==> config.mk <==
export PLATFORM = sky130hd
export DESIGN_NAME = hill_pair_cipher_two_alphabets
export DESIGN_NICKNAME = d
export VERILOG_FILES = /design/src/rtl/core/hpc_pkg.sv /design/src/rtl/core/hpc_cfg.sv /design/src/rtl/core/hpc_front.sv /design/src/rtl/core/hpc_back.sv /design/src/rtl/core/hill_pair_cipher_two_alphabets.sv
export SDC_FILE = /design/constraint.sdc
export NUM_CORES = 2
export LEC_CHECK = 0
export BUFFER_PORTS_ARGS = -buffer_cell sky130_fd_sc_hd__buf_2
export CAP_MARGIN = 20
export CORE_MARGIN = 10
export CORE_UTILIZATION = 45
export CTS_CLUSTER_DIAMETER = 120
export DETAILED_ROUTE_END_ITERATION = 10
export GPL_TIMING_DRIVEN = 0
export PLACE_DENSITY = 0.67
export SLEW_MARGIN = 0
export SYNTH_ARGS = -nofsm -noshare
export SYNTH_HDL_FRONTEND = slang
export SYNTH_HIERARCHICAL = 1
export SYNTH_SLANG_ARGS = --single-unit
==> constraint.sdc <==
create_clock -name clock -period 30.6 [get_ports clock]
set_input_delay 3.06 -clock clock [delete_from_list [all_inputs] [get_ports clock]]
set_output_delay 3.06 -clock clock [all_outputs]
set_load 0.005 [all_outputs]
==> src/rtl/core/hpc_pkg.sv <==
// ----------------------------------------------------------------------------
// hpc_pkg
// Shared types, constants and arithmetic helpers for the two-alphabet
// 2x2 Hill pair cipher.
// ----------------------------------------------------------------------------
package hpc_pkg;

   // Moduli of the two alphabets
   localparam int MOD_LATIN   = 26;
   localparam int MOD_RUSSIAN = 33;

   // Reciprocals for constant reduction: q = (x * R) >> 16, valid for 12-bit x
   localparam logic [11:0] RECIP_LATIN   = 12'd2521;
   localparam logic [11:0] RECIP_RUSSIAN = 12'd1986;

   // Code point ranges
   localparam logic [20:0] LATIN_UPPER_FIRST   = 21'h000041;
   localparam logic [20:0] LATIN_UPPER_LAST    = 21'h00005A;
   localparam logic [20:0] LATIN_LOWER_FIRST   = 21'h000061;
   localparam logic [20:0] LATIN_LOWER_LAST    = 21'h00007A;
   localparam logic [20:0] RUSSIAN_UPPER_FIRST = 21'h000410;
   localparam logic [20:0] RUSSIAN_UPPER_LAST  = 21'h00042F;
   localparam logic [20:0] RUSSIAN_LOWER_FIRST = 21'h000430;
   localparam logic [20:0] RUSSIAN_LOWER_LAST  = 21'h00044F;
   localparam logic [20:0] YO_UPPER            = 21'h000401;
   localparam logic [20:0] YO_LOWER            = 21'h000451;
   localparam logic [5:0]  YO_INDEX            = 6'd6;

   // Result queue
   localparam int QUEUE_DEPTH = 4;
   localparam int QUEUE_PTR_W = $clog2(QUEUE_DEPTH);
   localparam int QUEUE_CNT_W = $clog2(QUEUE_DEPTH + 1);

   typedef enum logic [1:0] {
      ALPHA_NONE,
      ALPHA_LATIN,
      ALPHA_RUSSIAN
   } alpha_type;

   typedef enum logic [2:0] {
      REG_KEY_A,
      REG_KEY_B,
      REG_KEY_C,
      REG_KEY_D,
      REG_DECRYPT_MODE
   } reg_index_type;

   typedef enum logic [2:0] {
      CFG_IDLE,
      CFG_RESIDUE,
      CFG_DET,
      CFG_DETMOD,
      CFG_INVPROD,
      CFG_INVMOD
   } cfg_state_type;

   // Key material handed from the register block to the datapath
   typedef struct packed {
      logic            key_valid;
      logic            decrypt;
      logic [3:0][4:0] enc_latin;
      logic [3:0][4:0] dec_latin;
      logic [3:0][5:0] enc_russian;
      logic [3:0][5:0] dec_russian;
   } key_set_type;

   // Decoded request handed from the front stage to the back stage
   typedef struct packed {
      logic        pair;
      logic        emit_prev;
      logic        emit_cur;
      logic        err;
      logic        russian;
      logic        upper_first;
      logic        upper_second;
      logic [20:0] prev_code;
      logic [20:0] cur_code;
      logic [10:0] prod_a;
      logic [10:0] prod_b;
      logic [10:0] prod_c;
      logic [10:0] prod_d;
   } work_type;

   typedef struct packed {
      logic [20:0] code;
      logic        last;
      logic        err;
   } result_type;

   // Reduce a 12-bit value mod 26
   function automatic logic [4:0] mod_latin(input logic [11:0] x);
      logic [23:0] prod;
      logic [11:0] q;
      logic [11:0] r;
      prod = 24'(x) * 24'(RECIP_LATIN);
      q    = 12'(prod[23:16]);
      r    = x - 12'(q * 12'(MOD_LATIN));
      return r[4:0];
   endfunction

   // Reduce a 12-bit value mod 33
   function automatic logic [5:0] mod_russian(input logic [11:0] x);
      logic [23:0] prod;
      logic [11:0] q;
      logic [11:0] r;
      prod = 24'(x) * 24'(RECIP_RUSSIAN);
      q    = 12'(prod[23:16]);
      r    = x - 12'(q * 12'(MOD_RUSSIAN));
      return r[5:0];
   endfunction

   // Multiplicative inverse mod 26, zero where none exists
   function automatic logic [4:0] inv_latin(input logic [4:0] d);
      logic [4:0] r;
      case (d)
         5'd1:    r = 5'd1;
         5'd3:    r = 5'd9;
         5'd5:    r = 5'd21;
         5'd7:    r = 5'd15;
         5'd9:    r = 5'd3;
         5'd11:   r = 5'd19;
         5'd15:   r = 5'd7;
         5'd17:   r = 5'd23;
         5'd19:   r = 5'd11;
         5'd21:   r = 5'd5;
         5'd23:   r = 5'd17;
         5'd25:   r = 5'd25;
         default: r = 5'd0;
      endcase
      return r;
   endfunction

   // Multiplicative inverse mod 33, zero where none exists
   function automatic logic [5:0] inv_russian(input logic [5:0] d);
      logic [5:0] r;
      case (d)
         6'd1:    r = 6'd1;
         6'd2:    r = 6'd17;
         6'd4:    r = 6'd25;
         6'd5:    r = 6'd20;
         6'd7:    r = 6'd19;
         6'd8:    r = 6'd29;
         6'd10:   r = 6'd10;
         6'd13:   r = 6'd28;
         6'd14:   r = 6'd26;
         6'd16:   r = 6'd31;
         6'd17:   r = 6'd2;
         6'd19:   r = 6'd7;
         6'd20:   r = 6'd5;
         6'd23:   r = 6'd23;
         6'd25:   r = 6'd4;
         6'd26:   r = 6'd14;
         6'd28:   r = 6'd13;
         6'd29:   r = 6'd8;
         6'd31:   r = 6'd16;
         6'd32:   r = 6'd32;
         default: r = 6'd0;
      endcase
      return r;
   endfunction

endpackage

==> src/rtl/core/hpc_cfg.sv <==
// ----------------------------------------------------------------------------
// hpc_cfg
// Register block: key and mode registers on the APB-style port, plus a short
// sequencer that reduces the key and derives the inverse matrices.
// ----------------------------------------------------------------------------
module hpc_cfg
   import hpc_pkg::*;
(
   input  logic        clock,
   input  logic        reset,
   input  logic        psel,
   input  logic        penable,
   input  logic        pwrite,
   input  logic [4:0]  paddr,
   input  logic [31:0] pwdata,
   output logic [31:0] prdata,
   output logic        busy,
   output key_set_type keys
);

   logic [9:0]      key_a_ff, key_b_ff, key_c_ff, key_d_ff;
   logic            decrypt_ff;
   cfg_state_type   state_ff, state_in;
   reg_index_type   reg_index;
   logic            wr_strobe;
   logic            wr_known;

   logic [3:0][4:0] k_lat_ff;
   logic [3:0][5:0] k_rus_ff;
   logic [3:0][4:0] inv_lat_ff;
   logic [3:0][5:0] inv_rus_ff;
   logic            key_valid_ff;

   logic [10:0]     det_raw_lat_ff;
   logic [11:0]     det_raw_rus_ff;
   logic [4:0]      det_lat_ff;
   logic [5:0]      det_rus_ff;
   logic [3:0][9:0] iprod_lat_ff;
   logic [3:0][10:0] iprod_rus_ff;
   logic            valid_pend_ff;

   logic [9:0]      ad_lat, bc_lat;
   logic [11:0]     ad_rus, bc_rus;
   logic [4:0]      idet_lat, neg_b_lat, neg_c_lat;
   logic [5:0]      idet_rus, neg_b_rus, neg_c_rus;
   logic [9:0]      ip_lat_0, ip_lat_1, ip_lat_2, ip_lat_3;
   logic [11:0]     ip_rus_0, ip_rus_1, ip_rus_2, ip_rus_3;

   // Decode the write
   assign reg_index = reg_index_type'(paddr[4:2]);
   assign wr_strobe = psel & penable & pwrite;

   always_comb begin
      unique case (reg_index)
         REG_KEY_A, REG_KEY_B, REG_KEY_C, REG_KEY_D, REG_DECRYPT_MODE: wr_known = 1'b1;
         default: wr_known = 1'b0;
      endcase
   end

   // Key and mode registers
   always_ff @(posedge clock) begin
      if (reset) begin
         key_a_ff   <= 10'd1;
         key_b_ff   <= 10'd0;
         key_c_ff   <= 10'd0;
         key_d_ff   <= 10'd1;
         decrypt_ff <= 1'b0;
      end else if (wr_strobe) begin
         unique case (reg_index)
            REG_KEY_A:        key_a_ff   <= pwdata[9:0];
            REG_KEY_B:        key_b_ff   <= pwdata[9:0];
            REG_KEY_C:        key_c_ff   <= pwdata[9:0];
            REG_KEY_D:        key_d_ff   <= pwdata[9:0];
            REG_DECRYPT_MODE: decrypt_ff <= pwdata[0];
            default: ;
         endcase
      end
   end

   // Read back
   always_comb begin
      unique case (reg_index)
         REG_KEY_A:        prdata = 32'(key_a_ff);
         REG_KEY_B:        prdata = 32'(key_b_ff);
         REG_KEY_C:        prdata = 32'(key_c_ff);
         REG_KEY_D:        prdata = 32'(key_d_ff);
         REG_DECRYPT_MODE: prdata = 32'(decrypt_ff);
         default:          prdata = 32'd0;
      endcase
   end

   // Sequencer state
   always_ff @(posedge clock) begin
      if (reset) begin
         state_ff <= CFG_IDLE;
      end else begin
         state_ff <= state_in;
      end
   end

   always_comb begin
      state_in = state_ff;
      unique case (state_ff)
         CFG_IDLE:    if (wr_strobe && wr_known) state_in = CFG_RESIDUE;
         CFG_RESIDUE: state_in = CFG_DET;
         CFG_DET:     state_in = CFG_DETMOD;
         CFG_DETMOD:  state_in = CFG_INVPROD;
         CFG_INVPROD: state_in = CFG_INVMOD;
         CFG_INVMOD:  state_in = CFG_IDLE;
         default:     state_in = CFG_IDLE;
      endcase
      // restart on every write to a mapped register so the derived keys follow the last one
      if (wr_strobe && wr_known) state_in = CFG_RESIDUE;
      busy = (state_ff != CFG_IDLE) | wr_strobe;
   end

   // Products for the determinant and the adjugate terms
   always_comb begin
      ad_lat    = 10'(k_lat_ff[0]) * 10'(k_lat_ff[3]);
      bc_lat    = 10'(k_lat_ff[1]) * 10'(k_lat_ff[2]);
      ad_rus    = 12'(k_rus_ff[0]) * 12'(k_rus_ff[3]);
      bc_rus    = 12'(k_rus_ff[1]) * 12'(k_rus_ff[2]);
      idet_lat  = inv_latin(det_lat_ff);
      idet_rus  = inv_russian(det_rus_ff);
      neg_b_lat = (k_lat_ff[1] == 5'd0) ? 5'd0 : 5'(MOD_LATIN) - k_lat_ff[1];
      neg_c_lat = (k_lat_ff[2] == 5'd0) ? 5'd0 : 5'(MOD_LATIN) - k_lat_ff[2];
      neg_b_rus = (k_rus_ff[1] == 6'd0) ? 6'd0 : 6'(MOD_RUSSIAN) - k_rus_ff[1];
      neg_c_rus = (k_rus_ff[2] == 6'd0) ? 6'd0 : 6'(MOD_RUSSIAN) - k_rus_ff[2];
      ip_lat_0  = 10'(idet_lat) * 10'(k_lat_ff[3]);
      ip_lat_1  = 10'(idet_lat) * 10'(neg_b_lat);
      ip_lat_2  = 10'(idet_lat) * 10'(neg_c_lat);
      ip_lat_3  = 10'(idet_lat) * 10'(k_lat_ff[0]);
      ip_rus_0  = 12'(idet_rus) * 12'(k_rus_ff[3]);
      ip_rus_1  = 12'(idet_rus) * 12'(neg_b_rus);
      ip_rus_2  = 12'(idet_rus) * 12'(neg_c_rus);
      ip_rus_3  = 12'(idet_rus) * 12'(k_rus_ff[0]);
   end

   // Sequencer datapath, scratch registers
   always_ff @(posedge clock) begin
      unique case (state_ff)
         CFG_DET: begin
            det_raw_lat_ff <= 11'(ad_lat) + 11'(MOD_LATIN * MOD_LATIN) - 11'(bc_lat);
            det_raw_rus_ff <= ad_rus + 12'(MOD_RUSSIAN * MOD_RUSSIAN) - bc_rus;
         end
         CFG_DETMOD: begin
            det_lat_ff <= mod_latin(12'(det_raw_lat_ff));
            det_rus_ff <= mod_russian(det_raw_rus_ff);
         end
         CFG_INVPROD: begin
            iprod_lat_ff[0] <= ip_lat_0;
            iprod_lat_ff[1] <= ip_lat_1;
            iprod_lat_ff[2] <= ip_lat_2;
            iprod_lat_ff[3] <= ip_lat_3;
            iprod_rus_ff[0] <= ip_rus_0[10:0];
            iprod_rus_ff[1] <= ip_rus_1[10:0];
            iprod_rus_ff[2] <= ip_rus_2[10:0];
            iprod_rus_ff[3] <= ip_rus_3[10:0];
            valid_pend_ff   <= (idet_lat != 5'd0) && (idet_rus != 6'd0);
         end
         default: ;
      endcase
   end

   // Derived key registers
   always_ff @(posedge clock) begin
      if (reset) begin
         k_lat_ff     <= {5'd1, 5'd0, 5'd0, 5'd1};
         k_rus_ff     <= {6'd1, 6'd0, 6'd0, 6'd1};
         inv_lat_ff   <= {5'd1, 5'd0, 5'd0, 5'd1};
         inv_rus_ff   <= {6'd1, 6'd0, 6'd0, 6'd1};
         key_valid_ff <= 1'b1;
      end else begin
         unique case (state_ff)
            CFG_RESIDUE: begin
               k_lat_ff[0] <= mod_latin(12'(key_a_ff));
               k_lat_ff[1] <= mod_latin(12'(key_b_ff));
               k_lat_ff[2] <= mod_latin(12'(key_c_ff));
               k_lat_ff[3] <= mod_latin(12'(key_d_ff));
               k_rus_ff[0] <= mod_russian(12'(key_a_ff));
               k_rus_ff[1] <= mod_russian(12'(key_b_ff));
               k_rus_ff[2] <= mod_russian(12'(key_c_ff));
               k_rus_ff[3] <= mod_russian(12'(key_d_ff));
            end
            CFG_INVMOD: begin
               key_valid_ff <= valid_pend_ff;
               if (valid_pend_ff) begin
                  inv_lat_ff[0] <= mod_latin(12'(iprod_lat_ff[0]));
                  inv_lat_ff[1] <= mod_latin(12'(iprod_lat_ff[1]));
                  inv_lat_ff[2] <= mod_latin(12'(iprod_lat_ff[2]));
                  inv_lat_ff[3] <= mod_latin(12'(iprod_lat_ff[3]));
                  inv_rus_ff[0] <= mod_russian(12'(iprod_rus_ff[0]));
                  inv_rus_ff[1] <= mod_russian(12'(iprod_rus_ff[1]));
                  inv_rus_ff[2] <= mod_russian(12'(iprod_rus_ff[2]));
                  inv_rus_ff[3] <= mod_russian(12'(iprod_rus_ff[3]));
               end else begin
                  inv_lat_ff <= {5'd1, 5'd0, 5'd0, 5'd1};
                  inv_rus_ff <= {6'd1, 6'd0, 6'd0, 6'd1};
               end
            end
            default: ;
         endcase
      end
   end

   // Hand the key set to the datapath
   always_comb begin
      keys.key_valid   = key_valid_ff;
      keys.decrypt     = decrypt_ff;
      keys.enc_latin   = k_lat_ff;
      keys.dec_latin   = inv_lat_ff;
      keys.enc_russian = k_rus_ff;
      keys.dec_russian = inv_rus_ff;
   end

endmodule

==> src/rtl/core/hpc_front.sv <==
// ----------------------------------------------------------------------------
// hpc_front
// Input register, letter classification, pairing against the held letter and
// the four matrix products of a pair.
// ----------------------------------------------------------------------------
module hpc_front
   import hpc_pkg::*;
(
   input  logic        clock,
   input  logic        reset,
   input  logic        adv,
   input  logic        accept,
   input  logic [20:0] code_in,
   input  logic        end_of_text,
   input  key_set_type keys,
   output logic        work_valid,
   output work_type    work
);

   logic        in_valid_ff;
   logic [20:0] in_code_ff;
   logic        in_eot_ff;

   logic        held_valid_ff, held_valid_in;
   logic [20:0] held_code_ff, held_code_in;
   logic        held_russian_ff, held_russian_in;
   logic        held_upper_ff, held_upper_in;
   logic [5:0]  held_index_ff, held_index_in;

   logic        work_valid_ff;
   work_type    work_ff, work_in;

   alpha_type       alpha;
   logic            upper;
   logic [5:0]      index;
   logic [5:0]      offset;
   logic            is_russian;
   logic [3:0][5:0] k;

   function automatic logic [10:0] mul_idx(input logic [5:0] a, input logic [5:0] b);
      logic [11:0] p;
      p = 12'(a) * 12'(b);
      return p[10:0];
   endfunction

   // Input register
   always_ff @(posedge clock) begin
      if (reset) begin
         in_valid_ff <= 1'b0;
      end else if (adv) begin
         in_valid_ff <= accept;
      end
   end

   always_ff @(posedge clock) begin
      if (adv && accept) begin
         in_code_ff <= code_in;
         in_eot_ff  <= end_of_text;
      end
   end

   // Classify the letter
   always_comb begin
      alpha  = ALPHA_NONE;
      upper  = 1'b0;
      index  = 6'd0;
      offset = 6'd0;
      if (in_code_ff >= LATIN_UPPER_FIRST && in_code_ff <= LATIN_UPPER_LAST) begin
         alpha = ALPHA_LATIN;
         upper = 1'b1;
         index = 6'(in_code_ff - LATIN_UPPER_FIRST);
      end else if (in_code_ff >= LATIN_LOWER_FIRST && in_code_ff <= LATIN_LOWER_LAST) begin
         alpha = ALPHA_LATIN;
         index = 6'(in_code_ff - LATIN_LOWER_FIRST);
      end else if (in_code_ff == YO_UPPER) begin
         alpha = ALPHA_RUSSIAN;
         upper = 1'b1;
         index = YO_INDEX;
      end else if (in_code_ff == YO_LOWER) begin
         alpha = ALPHA_RUSSIAN;
         index = YO_INDEX;
      end else if (in_code_ff >= RUSSIAN_UPPER_FIRST && in_code_ff <= RUSSIAN_UPPER_LAST) begin
         alpha  = ALPHA_RUSSIAN;
         upper  = 1'b1;
         offset = 6'(in_code_ff - RUSSIAN_UPPER_FIRST);
         index  = (offset >= YO_INDEX) ? offset + 6'd1 : offset;
      end else if (in_code_ff >= RUSSIAN_LOWER_FIRST && in_code_ff <= RUSSIAN_LOWER_LAST) begin
         alpha  = ALPHA_RUSSIAN;
         offset = 6'(in_code_ff - RUSSIAN_LOWER_FIRST);
         index  = (offset >= YO_INDEX) ? offset + 6'd1 : offset;
      end
      is_russian = (alpha == ALPHA_RUSSIAN);
   end

   // Pick the matrix for this alphabet and direction
   always_comb begin
      for (int i = 0; i < 4; i++) begin
         if (is_russian) begin
            k[i] = keys.decrypt ? keys.dec_russian[i] : keys.enc_russian[i];
         end else begin
            k[i] = keys.decrypt ? 6'(keys.dec_latin[i]) : 6'(keys.enc_latin[i]);
         end
      end
   end

   // Pair against the held letter and update the hold
   always_comb begin
      held_valid_in   = held_valid_ff;
      held_code_in    = held_code_ff;
      held_russian_in = held_russian_ff;
      held_upper_in   = held_upper_ff;
      held_index_in   = held_index_ff;

      work_in              = '0;
      work_in.russian      = is_russian;
      work_in.upper_first  = held_upper_ff;
      work_in.upper_second = upper;
      work_in.prev_code    = held_code_ff;
      work_in.cur_code     = in_code_ff;
      work_in.prod_a       = mul_idx(k[0], held_index_ff);
      work_in.prod_b       = mul_idx(k[1], index);
      work_in.prod_c       = mul_idx(k[2], held_index_ff);
      work_in.prod_d       = mul_idx(k[3], index);

      if (in_valid_ff) begin
         if (!keys.key_valid) begin
            // bad key: drain the hold and pass everything through flagged
            work_in.emit_prev = held_valid_ff;
            work_in.emit_cur  = 1'b1;
            work_in.err       = 1'b1;
            held_valid_in     = 1'b0;
         end else if (alpha == ALPHA_NONE) begin
            work_in.emit_prev = held_valid_ff;
            work_in.emit_cur  = 1'b1;
            held_valid_in     = 1'b0;
         end else if (!held_valid_ff || (held_russian_ff != is_russian)) begin
            // start a new hold; flush it straight away at end of text
            work_in.emit_prev = held_valid_ff;
            work_in.emit_cur  = in_eot_ff;
            held_valid_in     = !in_eot_ff;
            held_code_in      = in_code_ff;
            held_russian_in   = is_russian;
            held_upper_in     = upper;
            held_index_in     = index;
         end else begin
            work_in.pair  = 1'b1;
            held_valid_in = 1'b0;
         end
      end
   end

   // Hold state
   always_ff @(posedge clock) begin
      if (reset) begin
         held_valid_ff <= 1'b0;
      end else if (adv) begin
         held_valid_ff <= held_valid_in;
      end
   end

   always_ff @(posedge clock) begin
      if (adv) begin
         held_code_ff    <= held_code_in;
         held_russian_ff <= held_russian_in;
         held_upper_ff   <= held_upper_in;
         held_index_ff   <= held_index_in;
      end
   end

   // Stage register towards the back end
   always_ff @(posedge clock) begin
      if (reset) begin
         work_valid_ff <= 1'b0;
      end else if (adv) begin
         work_valid_ff <= in_valid_ff;
      end
   end

   always_ff @(posedge clock) begin
      if (adv) begin
         work_ff <= work_in;
      end
   end

   assign work_valid = work_valid_ff;
   assign work       = work_ff;

endmodule

==> src/rtl/core/hpc_back.sv <==
// ----------------------------------------------------------------------------
// hpc_back
// Modular reduction of the pair sums, code point rebuild and the result
// queue that decouples the two channels.
// ----------------------------------------------------------------------------
module hpc_back
   import hpc_pkg::*;
(
   input  logic        clock,
   input  logic        reset,
   input  logic        work_valid,
   input  work_type    work,
   input  logic        rsp_stall,
   output logic        adv,
   output logic        rsp_valid,
   output logic [20:0] rsp_code_out,
   output logic        rsp_last_of_run,
   output logic        rsp_key_error
);

   result_type                 entries_ff [QUEUE_DEPTH];
   logic [QUEUE_PTR_W-1:0]     wr_ptr_ff, rd_ptr_ff, wr_next;
   logic [QUEUE_CNT_W-1:0]     count_ff, after_pop;
   logic                       pop;
   logic [1:0]                 push_n;
   logic [1:0]                 result_n;
   logic [11:0]                sum_first, sum_second;
   logic [5:0]                 y_first, y_second;
   result_type                 slot0, slot1;

   function automatic logic [20:0] make_code(input logic russian, input logic upper,
                                             input logic [5:0] idx);
      logic [20:0] base;
      logic [20:0] r;
      if (!russian) begin
         base = upper ? LATIN_UPPER_FIRST : LATIN_LOWER_FIRST;
         r    = base + 21'(idx);
      end else if (idx == YO_INDEX) begin
         r = upper ? YO_UPPER : YO_LOWER;
      end else begin
         base = upper ? RUSSIAN_UPPER_FIRST : RUSSIAN_LOWER_FIRST;
         r    = (idx < YO_INDEX) ? base + 21'(idx) : base + 21'(idx) - 21'd1;
      end
      return r;
   endfunction

   // Reduce the pair sums
   always_comb begin
      sum_first  = 12'(work.prod_a) + 12'(work.prod_b);
      sum_second = 12'(work.prod_c) + 12'(work.prod_d);
      if (work.russian) begin
         y_first  = mod_russian(sum_first);
         y_second = mod_russian(sum_second);
      end else begin
         y_first  = 6'(mod_latin(sum_first));
         y_second = 6'(mod_latin(sum_second));
      end
   end

   // Build up to two results in text order
   always_comb begin
      slot0     = '0;
      slot1     = '0;
      slot0.err = work.err;
      slot1.err = work.err;
      result_n  = 2'd0;
      if (work.pair) begin
         slot0.code = make_code(work.russian, work.upper_first, y_first);
         slot1.code = make_code(work.russian, work.upper_second, y_second);
         slot1.last = 1'b1;
         result_n   = 2'd2;
      end else if (work.emit_prev && work.emit_cur) begin
         slot0.code = work.prev_code;
         slot1.code = work.cur_code;
         slot1.last = 1'b1;
         result_n   = 2'd2;
      end else if (work.emit_prev) begin
         slot0.code = work.prev_code;
         slot0.last = 1'b1;
         result_n   = 2'd1;
      end else if (work.emit_cur) begin
         slot0.code = work.cur_code;
         slot0.last = 1'b1;
         result_n   = 2'd1;
      end
   end

   // Advance the pipe only while the queue can take two more results
   always_comb begin
      rsp_valid = (count_ff != '0);
      pop       = rsp_valid & ~rsp_stall;
      after_pop = count_ff - QUEUE_CNT_W'(pop);
      adv       = (after_pop <= QUEUE_CNT_W'(QUEUE_DEPTH - 2));
      push_n    = (adv && work_valid) ? result_n : 2'd0;
      wr_next   = wr_ptr_ff + QUEUE_PTR_W'(1);
   end

   // Queue pointers and fill count
   always_ff @(posedge clock) begin
      if (reset) begin
         wr_ptr_ff <= '0;
         rd_ptr_ff <= '0;
         count_ff  <= '0;
      end else begin
         wr_ptr_ff <= wr_ptr_ff + QUEUE_PTR_W'(push_n);
         rd_ptr_ff <= rd_ptr_ff + QUEUE_PTR_W'(pop);
         count_ff  <= after_pop + QUEUE_CNT_W'(push_n);
      end
   end

   // Queue storage
   always_ff @(posedge clock) begin
      if (push_n != 2'd0) begin
         entries_ff[wr_ptr_ff] <= slot0;
      end
      if (push_n == 2'd2) begin
         entries_ff[wr_next] <= slot1;
      end
   end

   assign rsp_code_out    = entries_ff[rd_ptr_ff].code;
   assign rsp_last_of_run = entries_ff[rd_ptr_ff].last;
   assign rsp_key_error   = entries_ff[rd_ptr_ff].err;

endmodule

==> src/rtl/core/hill_pair_cipher_two_alphabets.sv <==
// ----------------------------------------------------------------------------
// hill_pair_cipher_two_alphabets
// 2x2 Hill cipher over pairs of Latin or Russian letters in a code point stream.
// ----------------------------------------------------------------------------
// Usage:
// The request channel (req_valid / req_stall) takes one code point and an
// end-of-text flag per request. The result channel (rsp_valid / rsp_stall)
// gives code points in text order, each with a last-of-run flag for the
// final result a request caused and a key error flag.
// One request is taken every cycle while req_stall is low. A result passes the
// input register, the pairing and products stage, then reduction into a
// four-entry result queue. The queue sets the rate: the pipe advances while
// at most two entries would remain after this cycle's read, so one result per
// cycle leaves the block when the receiver keeps up.
// A stall on the result channel fills the queue; req_stall then rises and
// the pipe holds. The first letter of a pair is held and gives no result until
// its partner, a letter of the other alphabet, a non-letter or end of text arrives.
// Each write to a mapped register on the APB-style port starts, or restarts, a key
// update (residues, determinant, inverse); req_stall is high from the write's
// access cycle until the update ends.
// Reset restores the identity key in encrypt mode and empties the queue and hold.
// ----------------------------------------------------------------------------
module hill_pair_cipher_two_alphabets
   import hpc_pkg::*;
(
   input  logic        clock,
   input  logic        reset,
   input  logic        req_valid,
   output logic        req_stall,
   input  logic [20:0] req_code_in,
   input  logic        req_end_of_text,
   output logic        rsp_valid,
   input  logic        rsp_stall,
   output logic [20:0] rsp_code_out,
   output logic        rsp_last_of_run,
   output logic        rsp_key_error,
   input  logic        psel,
   input  logic        penable,
   input  logic        pwrite,
   input  logic [4:0]  paddr,
   input  logic [31:0] pwdata,
   output logic [31:0] prdata,
   output logic        pready
);

   key_set_type keys;
   logic        cfg_busy;
   logic        adv;
   logic        accept;
   logic        work_valid;
   work_type    work;

   assign pready    = 1'b1;
   assign req_stall = ~adv | cfg_busy;
   assign accept    = req_valid & ~req_stall;

   hpc_cfg u_cfg (
      .clock   (clock),
      .reset   (reset),
      .psel    (psel),
      .penable (penable),
      .pwrite  (pwrite),
      .paddr   (paddr),
      .pwdata  (pwdata),
      .prdata  (prdata),
      .busy    (cfg_busy),
      .keys    (keys)
   );

   hpc_front u_front (
      .clock       (clock),
      .reset       (reset),
      .adv         (adv),
      .accept      (accept),
      .code_in     (req_code_in),
      .end_of_text (req_end_of_text),
      .keys        (keys),
      .work_valid  (work_valid),
      .work        (work)
   );

   hpc_back u_back (
      .clock           (clock),
      .reset           (reset),
      .work_valid      (work_valid),
      .work            (work),
      .rsp_stall       (rsp_stall),
      .adv             (adv),
      .rsp_valid       (rsp_valid),
      .rsp_code_out    (rsp_code_out),
      .rsp_last_of_run (rsp_last_of_run),
      .rsp_key_error   (rsp_key_error)
   );

endmodule

=== After elaboration in Yosys (flattened, before gate mapping) ===
Memory sizes are Yosys's and may differ from the RTL's. A register that Yosys moved wholly into a read port is not among the register bits.
Index checks and enable logic that the tools add are counted.

* Add/sub/neg operators: 49
* Multipliers: 60
* Magnitude comparators: 13
* Equality and inequality tests: 17
* Mux-type cells: 83
* Bitwise operators: 12
* Reductions and logical operators: 34

{| class="wikitable"
|+ Operator list
! cell !! number
|-
| 10-bit by 12-bit multiplier with 22-bit output (second input constant) || 8
|-
| 21-bit 2-to-1 mux || 8
|-
| 6-bit 2-to-1 mux || 25
|-
| 6-bit by 6-bit multiplier with 11-bit output || 8
|-
| 22-bit 2-to-1 mux || 4
|-
| 21-bit by 6-bit adder with 21-bit output || 4
|-
| 11-bit by 10-bit multiplier with 21-bit output (second input constant) || 4
|-
| 10-bit by 10-bit multiplier with 20-bit output (second input constant) || 4
|-
| 12-bit by 10-bit multiplier with 22-bit output (second input constant) || 3
|-
| 6-bit subtractor || 11
|-
| 5-bit by 5-bit multiplier with 10-bit output || 6
|-
| 5-bit subtractor || 11
|-
| 10-bit one-hot mux with 5 select lines || 1
|-
| 12-bit by 12-bit multiplier with 24-bit output (second input constant) || 2
|-
| 6-bit by 4-bit multiplier with 4-bit output (second input constant) || 8
|-
| 21-bit by 11-bit == test with 1-bit output (second input constant) || 2
|-
| 21-bit by 11-bit >= comparator with 1-bit output (second input constant) || 2
|-
| 21-bit by 7-bit >= comparator with 1-bit output (second input constant) || 2
|-
| 21-bit by 11-bit less-or-equal comparator with 1-bit output (second input constant) || 2
|-
| 21-bit by 7-bit less-or-equal comparator with 1-bit output (second input constant) || 2
|-
| 21-bit by 1-bit subtractor with 21-bit output (second input constant) || 2
|-
| 5-bit 2-to-1 mux || 7
|-
| 2-bit 2-to-1 mux || 14
|-
| 11-bit by 11-bit adder with 12-bit output || 2
|-
| 56 further kinds || 126
|}

* Flip-flop bits (word level): 406
* Memory bits (writable): 92
* Bits in read-only memories: 544
* Input port bits: 66
* Output and inout port bits: 58
* Memories: 3

{| class="wikitable"
|+ Memories
! name !! words !! width !! read ports !! clocked after memory_dff !! wr ports !! RTL line !! source
|-
| (no name shown) || 64 || 6 || 1 || 1 || 0 || hpc_pkg.sv:136 || <nowiki>case (d)</nowiki>
|-
| (no name shown) || 32 || 5 || 1 || 1 || 0 || hpc_pkg.sv:115 || <nowiki>case (d)</nowiki>
|-
| u_back.entries_ff || 4 || 23 || 1 || 1 || 2 || hpc_back.sv:21 || <nowiki>result_type entries_ff [QUEUE_DEPTH];</nowiki>
|}

=== Depth between registers and ports, before layout ===
* Word-level depth: 14
* Mapped depth: 46

=== By module ===
The synthesis kept the hierarchy.

{| class="wikitable"
|+ By module, submodules not included
! module !! instances !! cells each !! area an instance (µm²) !! seq. area each (µm²)
|-
| hpc_cfg || 1 || 5407 || 54249.5 || 6456.2
|-
| hpc_back || 1 || 1626 || 15613.7 || 2902.8
|-
| hpc_front || 1 || 850 || 10328.7 || 4384.2
|-
| hill_pair_cipher_two_alphabets || 1 || 4 || 26.3 || 0.0
|}

=== Worst setup path after synthesis ===
Ideal clock, no wire load.

* Kind: input port to flip-flop
* Start point: input port rsp_stall
* End point: register u_front.held_code_ff[0] (enable)
* Library setup time: 0.469 ns
* Arrival: 11.225 ns
* Data required time: 30.131 ns
* Setup slack: 18.906 ns
* Stages: 7
* Path buffers: 0
* Cell sequence: nor2b_1 -> ha_1 -> ha_1 -> xor2_1 -> a21oi_1 -> nand3_1 -> a311oi_1

* Cells in the longest elaborated chain, start to end: 5

{| class="wikitable"
|+ RTL lines
! what !! RTL line !! source
|-
| start: declaration || hill_pair_cipher_two_alphabets.sv:33 || <nowiki>input logic rsp_stall,</nowiki>
|-
| 1-bit NOT || hpc_back.sv:91 || <nowiki>pop = rsp_valid & ~rsp_stall;</nowiki>
|-
| 1-bit AND || hpc_back.sv:91 ||
|-
| 3-bit by 1-bit subtractor with 3-bit output || hpc_back.sv:92 || <nowiki>after_pop = count_ff - QUEUE_CNT_W'(pop);</nowiki>
|-
| 3-bit by 2-bit less-or-equal comparator with 1-bit output || hpc_back.sv:93 || <nowiki>adv = (after_pop <= QUEUE_CNT_W'(QUEUE_DEPTH - 2));</nowiki>
|-
| named net adv || hill_pair_cipher_two_alphabets.sv:48 || <nowiki>logic adv;</nowiki>
|-
| 5-bit AND reduction (no line) || - ||
|-
| end signal: assignment || hpc_front.sv:163 || <nowiki>held_code_ff <= held_code_in;</nowiki>
|-
| end: declaration || hpc_front.sv:25 || <nowiki>logic [20:0] held_code_ff, held_code_in;</nowiki>
|}

The timed path passes the listed nets, and every way through them passes these cells.
A chain may end at the register's enable or synchronous reset.

==> impl_metrics.tcl <==
set metrics [dict create \
    outcome "completed" \
    area_delta_synth_final_pct 7.32 \
    tns_ns 0 \
    htree_levels 2 \
    period_minus_slack_ns 11.97 \
    ctsLongestPathBuffers 3 \
    synth-seq-cells 509 \
    ios 124 \
    slew_viol_final 0 \
    crit_fanout 5 \
    synth_xor_area_share_pct 5.41 \
    crit_path_max_incr_delay_ns 0.69 \
    fin_nets 10700 \
    hold_viol 0 \
    fillers 16000 \
    start_kind "flop" \
    syn_inst 7887 \
    cts_root_buf "clkbuf_16" \
    wl_per_cell_um 17.6 \
    wl_um 184000 \
    multi_input_area_um2 60000 \
    grt_pass1_vias 58500 \
    yosys.area_share.adder_pct 49.3 \
    yosys.area_share.simple_pct 9.43 \
    drive_gt1_share_pct 5.11 \
    worstHoldStart "u_front/held_code_ff[3]$_DFFE_PP_" \
    antenna_found_initial 2 \
    r2r_setup_slack_ns 18.63 \
    grt_usage_pct 18.8 \
    synth_mux_area_share_pct 2.91 \
    num_rows 154 \
    grt_max_degree 33 \
    cp_common_cell "inv_1" \
    clk_pin_slew_worst_paths_ns 0.06 \
    relSlewSlack_pct 25.2 \
    grt_pass1_wl_um 304000 \
    synth-edff-count 355 \
    overflow 0 \
    ant_nets 0 \
    synth_ff_type "edfxtp_1" \
    core_um2 177000 \
    regToRegStartpoint "u_front/work[23]$_DFFE_PP_" \
    io_buffers 74 \
    worst_skew_pair.late_latency_ns 0.72 \
    drt_iter0_markers 3640 \
    dp_hpwl_um 153000 \
    cp.arrival_ns 12.50 \
    synth_async_sr_flop_share_pct 0 \
    fin_area_um2 86100 \
    layout_commonest_cell "ha_1" \
    hold_class "flop to flop" \
    cpMaxStageDelayCell "xnor2_1" \
    dieArea_um2 196000 \
    synth.distinct_cells 127 \
    ff_latch_area_um2 13700 \
    rsz0062_at_grt "no" \
    synth_top_family_by_area "adder cells" \
    required_ns 31.14 \
    die_h_um 442 \
    initial_core_util_pct 45.4 \
    drc 0 \
    end_kind "flop" \
    syn_avg_cell_area_um2 10.2 \
    synth_compound_area_share_pct 7.60 \
    cp-startpoint "u_front/work[23]$_DFFE_PP_" \
    cts_setup_buffers 0 \
    yosysWarnings 6 \
    cts_sinks 509 \
    ctsResizeCount 0 \
    post_drt_via_cell_ratio 5.31 \
    fin_crit_sh_pct 39.1 \
    synth_seq_area_share_pct 17.1 \
    vias 55500 \
    critPathKind "flop to flop" \
    hold_buffers 0 \
    cts_tree "done" \
    setup-violations-final 0 \
    final_cell_mix "1698 x ha_1, 1512 x inv_1, 914 x fa_1" \
    numCtsBuffers 59 \
    synth_area_um2 80200 \
    drv_cap 0 \
    post_dp_cell_area_um2 84000 \
    die_w_um 442 \
    worst_slew_pin_slew_ns 1.09 \
    drt_first_pass_iters 6 \
    fin_worst_skew_ns 0.0772 \
    gp_congestion 0.896 \
    max_freq_mhz 83.6 \
]
-- sequential cells by signal (all words and copies together) (netlist names), 12 cells and up --
register	cells
u_front/work	93
u_back/entries_ff	92
u_cfg/keys	88
u_cfg/iprod_lat_ff	40
u_front/held_code_ff	21
u_front/in_code_ff	21
u_cfg/iprod_rus_ff	44
u_cfg/det_raw_rus_ff	12
-- per-layer routing --
metal	global-route usage, %	up-vias	wire length [um]
met5	0	-	11
met4	5.33	2	5540
met3	2.38	275	9800
met2	32.6	1353	89000
met1	24.5	27300	79400
li1	-	26500	-
-- synthesized netlist by cell type, types with 15 or more instances --
cell	count	share of area [%]
a211oi_1	34	0.32
nor2_1	279	1.3
o21a_1	49	0.46
nand2_1	420	2.0
mux4_2	55	1.5
nor3_1	70	0.44
nand2b_1	35	0.27
a21o_1	100	0.94
edfxtp_1	355	13
clkbuf_1	140	0.66
buf_2	15	0.094
mux2i_1	99	1.2
a31oi_1	22	0.17
o211ai_1	22	0.21
nand3_1	144	0.90
or2_2	29	0.23
and3_1	36	0.28
xnor2_1	380	4.1
fa_1	914	23
and2_1	281	2.2
nor2b_1	66	0.51
o21bai_1	52	0.49
ha_1	1698	26
nand4_1	27	0.21
buf_4	25	0.23
or3_1	20	0.16
dfxtp_1	154	3.8
a21oi_1	291	1.8
xor2_1	89	0.97
o21ai_0	134	0.84
inv_1	1512	7.1
-- metrics by stage --
step	utilization [%]	instances	hold WS (ns)	setup slack, ns
final	48.7	10500	0.392	18.63
after global routing	48.7	10500	0.397	17.89
after CTS	48.7	10500	0.393	18.49
after detailed placement	47.5	10300	0.405	18.53
after global placement	47.3	10300	0.402	15.26
after floorplan	-	7908	0.400	18.91
-- cell families after synthesis --
group                    count (synthesis)
AO/OA/AOI/OAI                          910
buffers and inverters                 1713
other                                    2
AND/OR/NAND/NOR                       1498
flip-flops                             509
XOR/XNOR                               480
adder cells (fa/ha/maj)               2612
multiplexers                           163
-- worst paths after layout --
kind	cells after the start	to
max	44	u_back/entries_ff[1][9]$_DFFE_PP_
min	0	u_front/work[68]$_DFFE_PP_
max reg2reg	44	u_back/entries_ff[1][9]$_DFFE_PP_
min reg2reg	0	u_front/work[68]$_DFFE_PP_
-- final cells by class --
type / count / area share (%)
clock inverters: 34 / 0.497
clock buffers: 77 / 1.95
inverters: 1515 / 6.61
diodes: 2 / 0.00581
flip-flops and latches: 509 / 16.0
well taps: 2340 / 3.40
plain buffers: 198 / 1.04
repair buffers: 98 / 0.812
multi-input cells: 5686 / 69.7
-- critical path, delay by kind of cell, from the launching register on --
kind            cells  cell delay, ns
flops               1            0.42
xor+xnor            6            1.87
compound gates     13            3.68
fa+ha+maj          10            3.96
buf+inv             7            0.84
simple gates        8            1.02
Power is left out: the tool's default activity adds up to more than one toggle a clock period on the data nets, which glitch-free logic cannot reach.
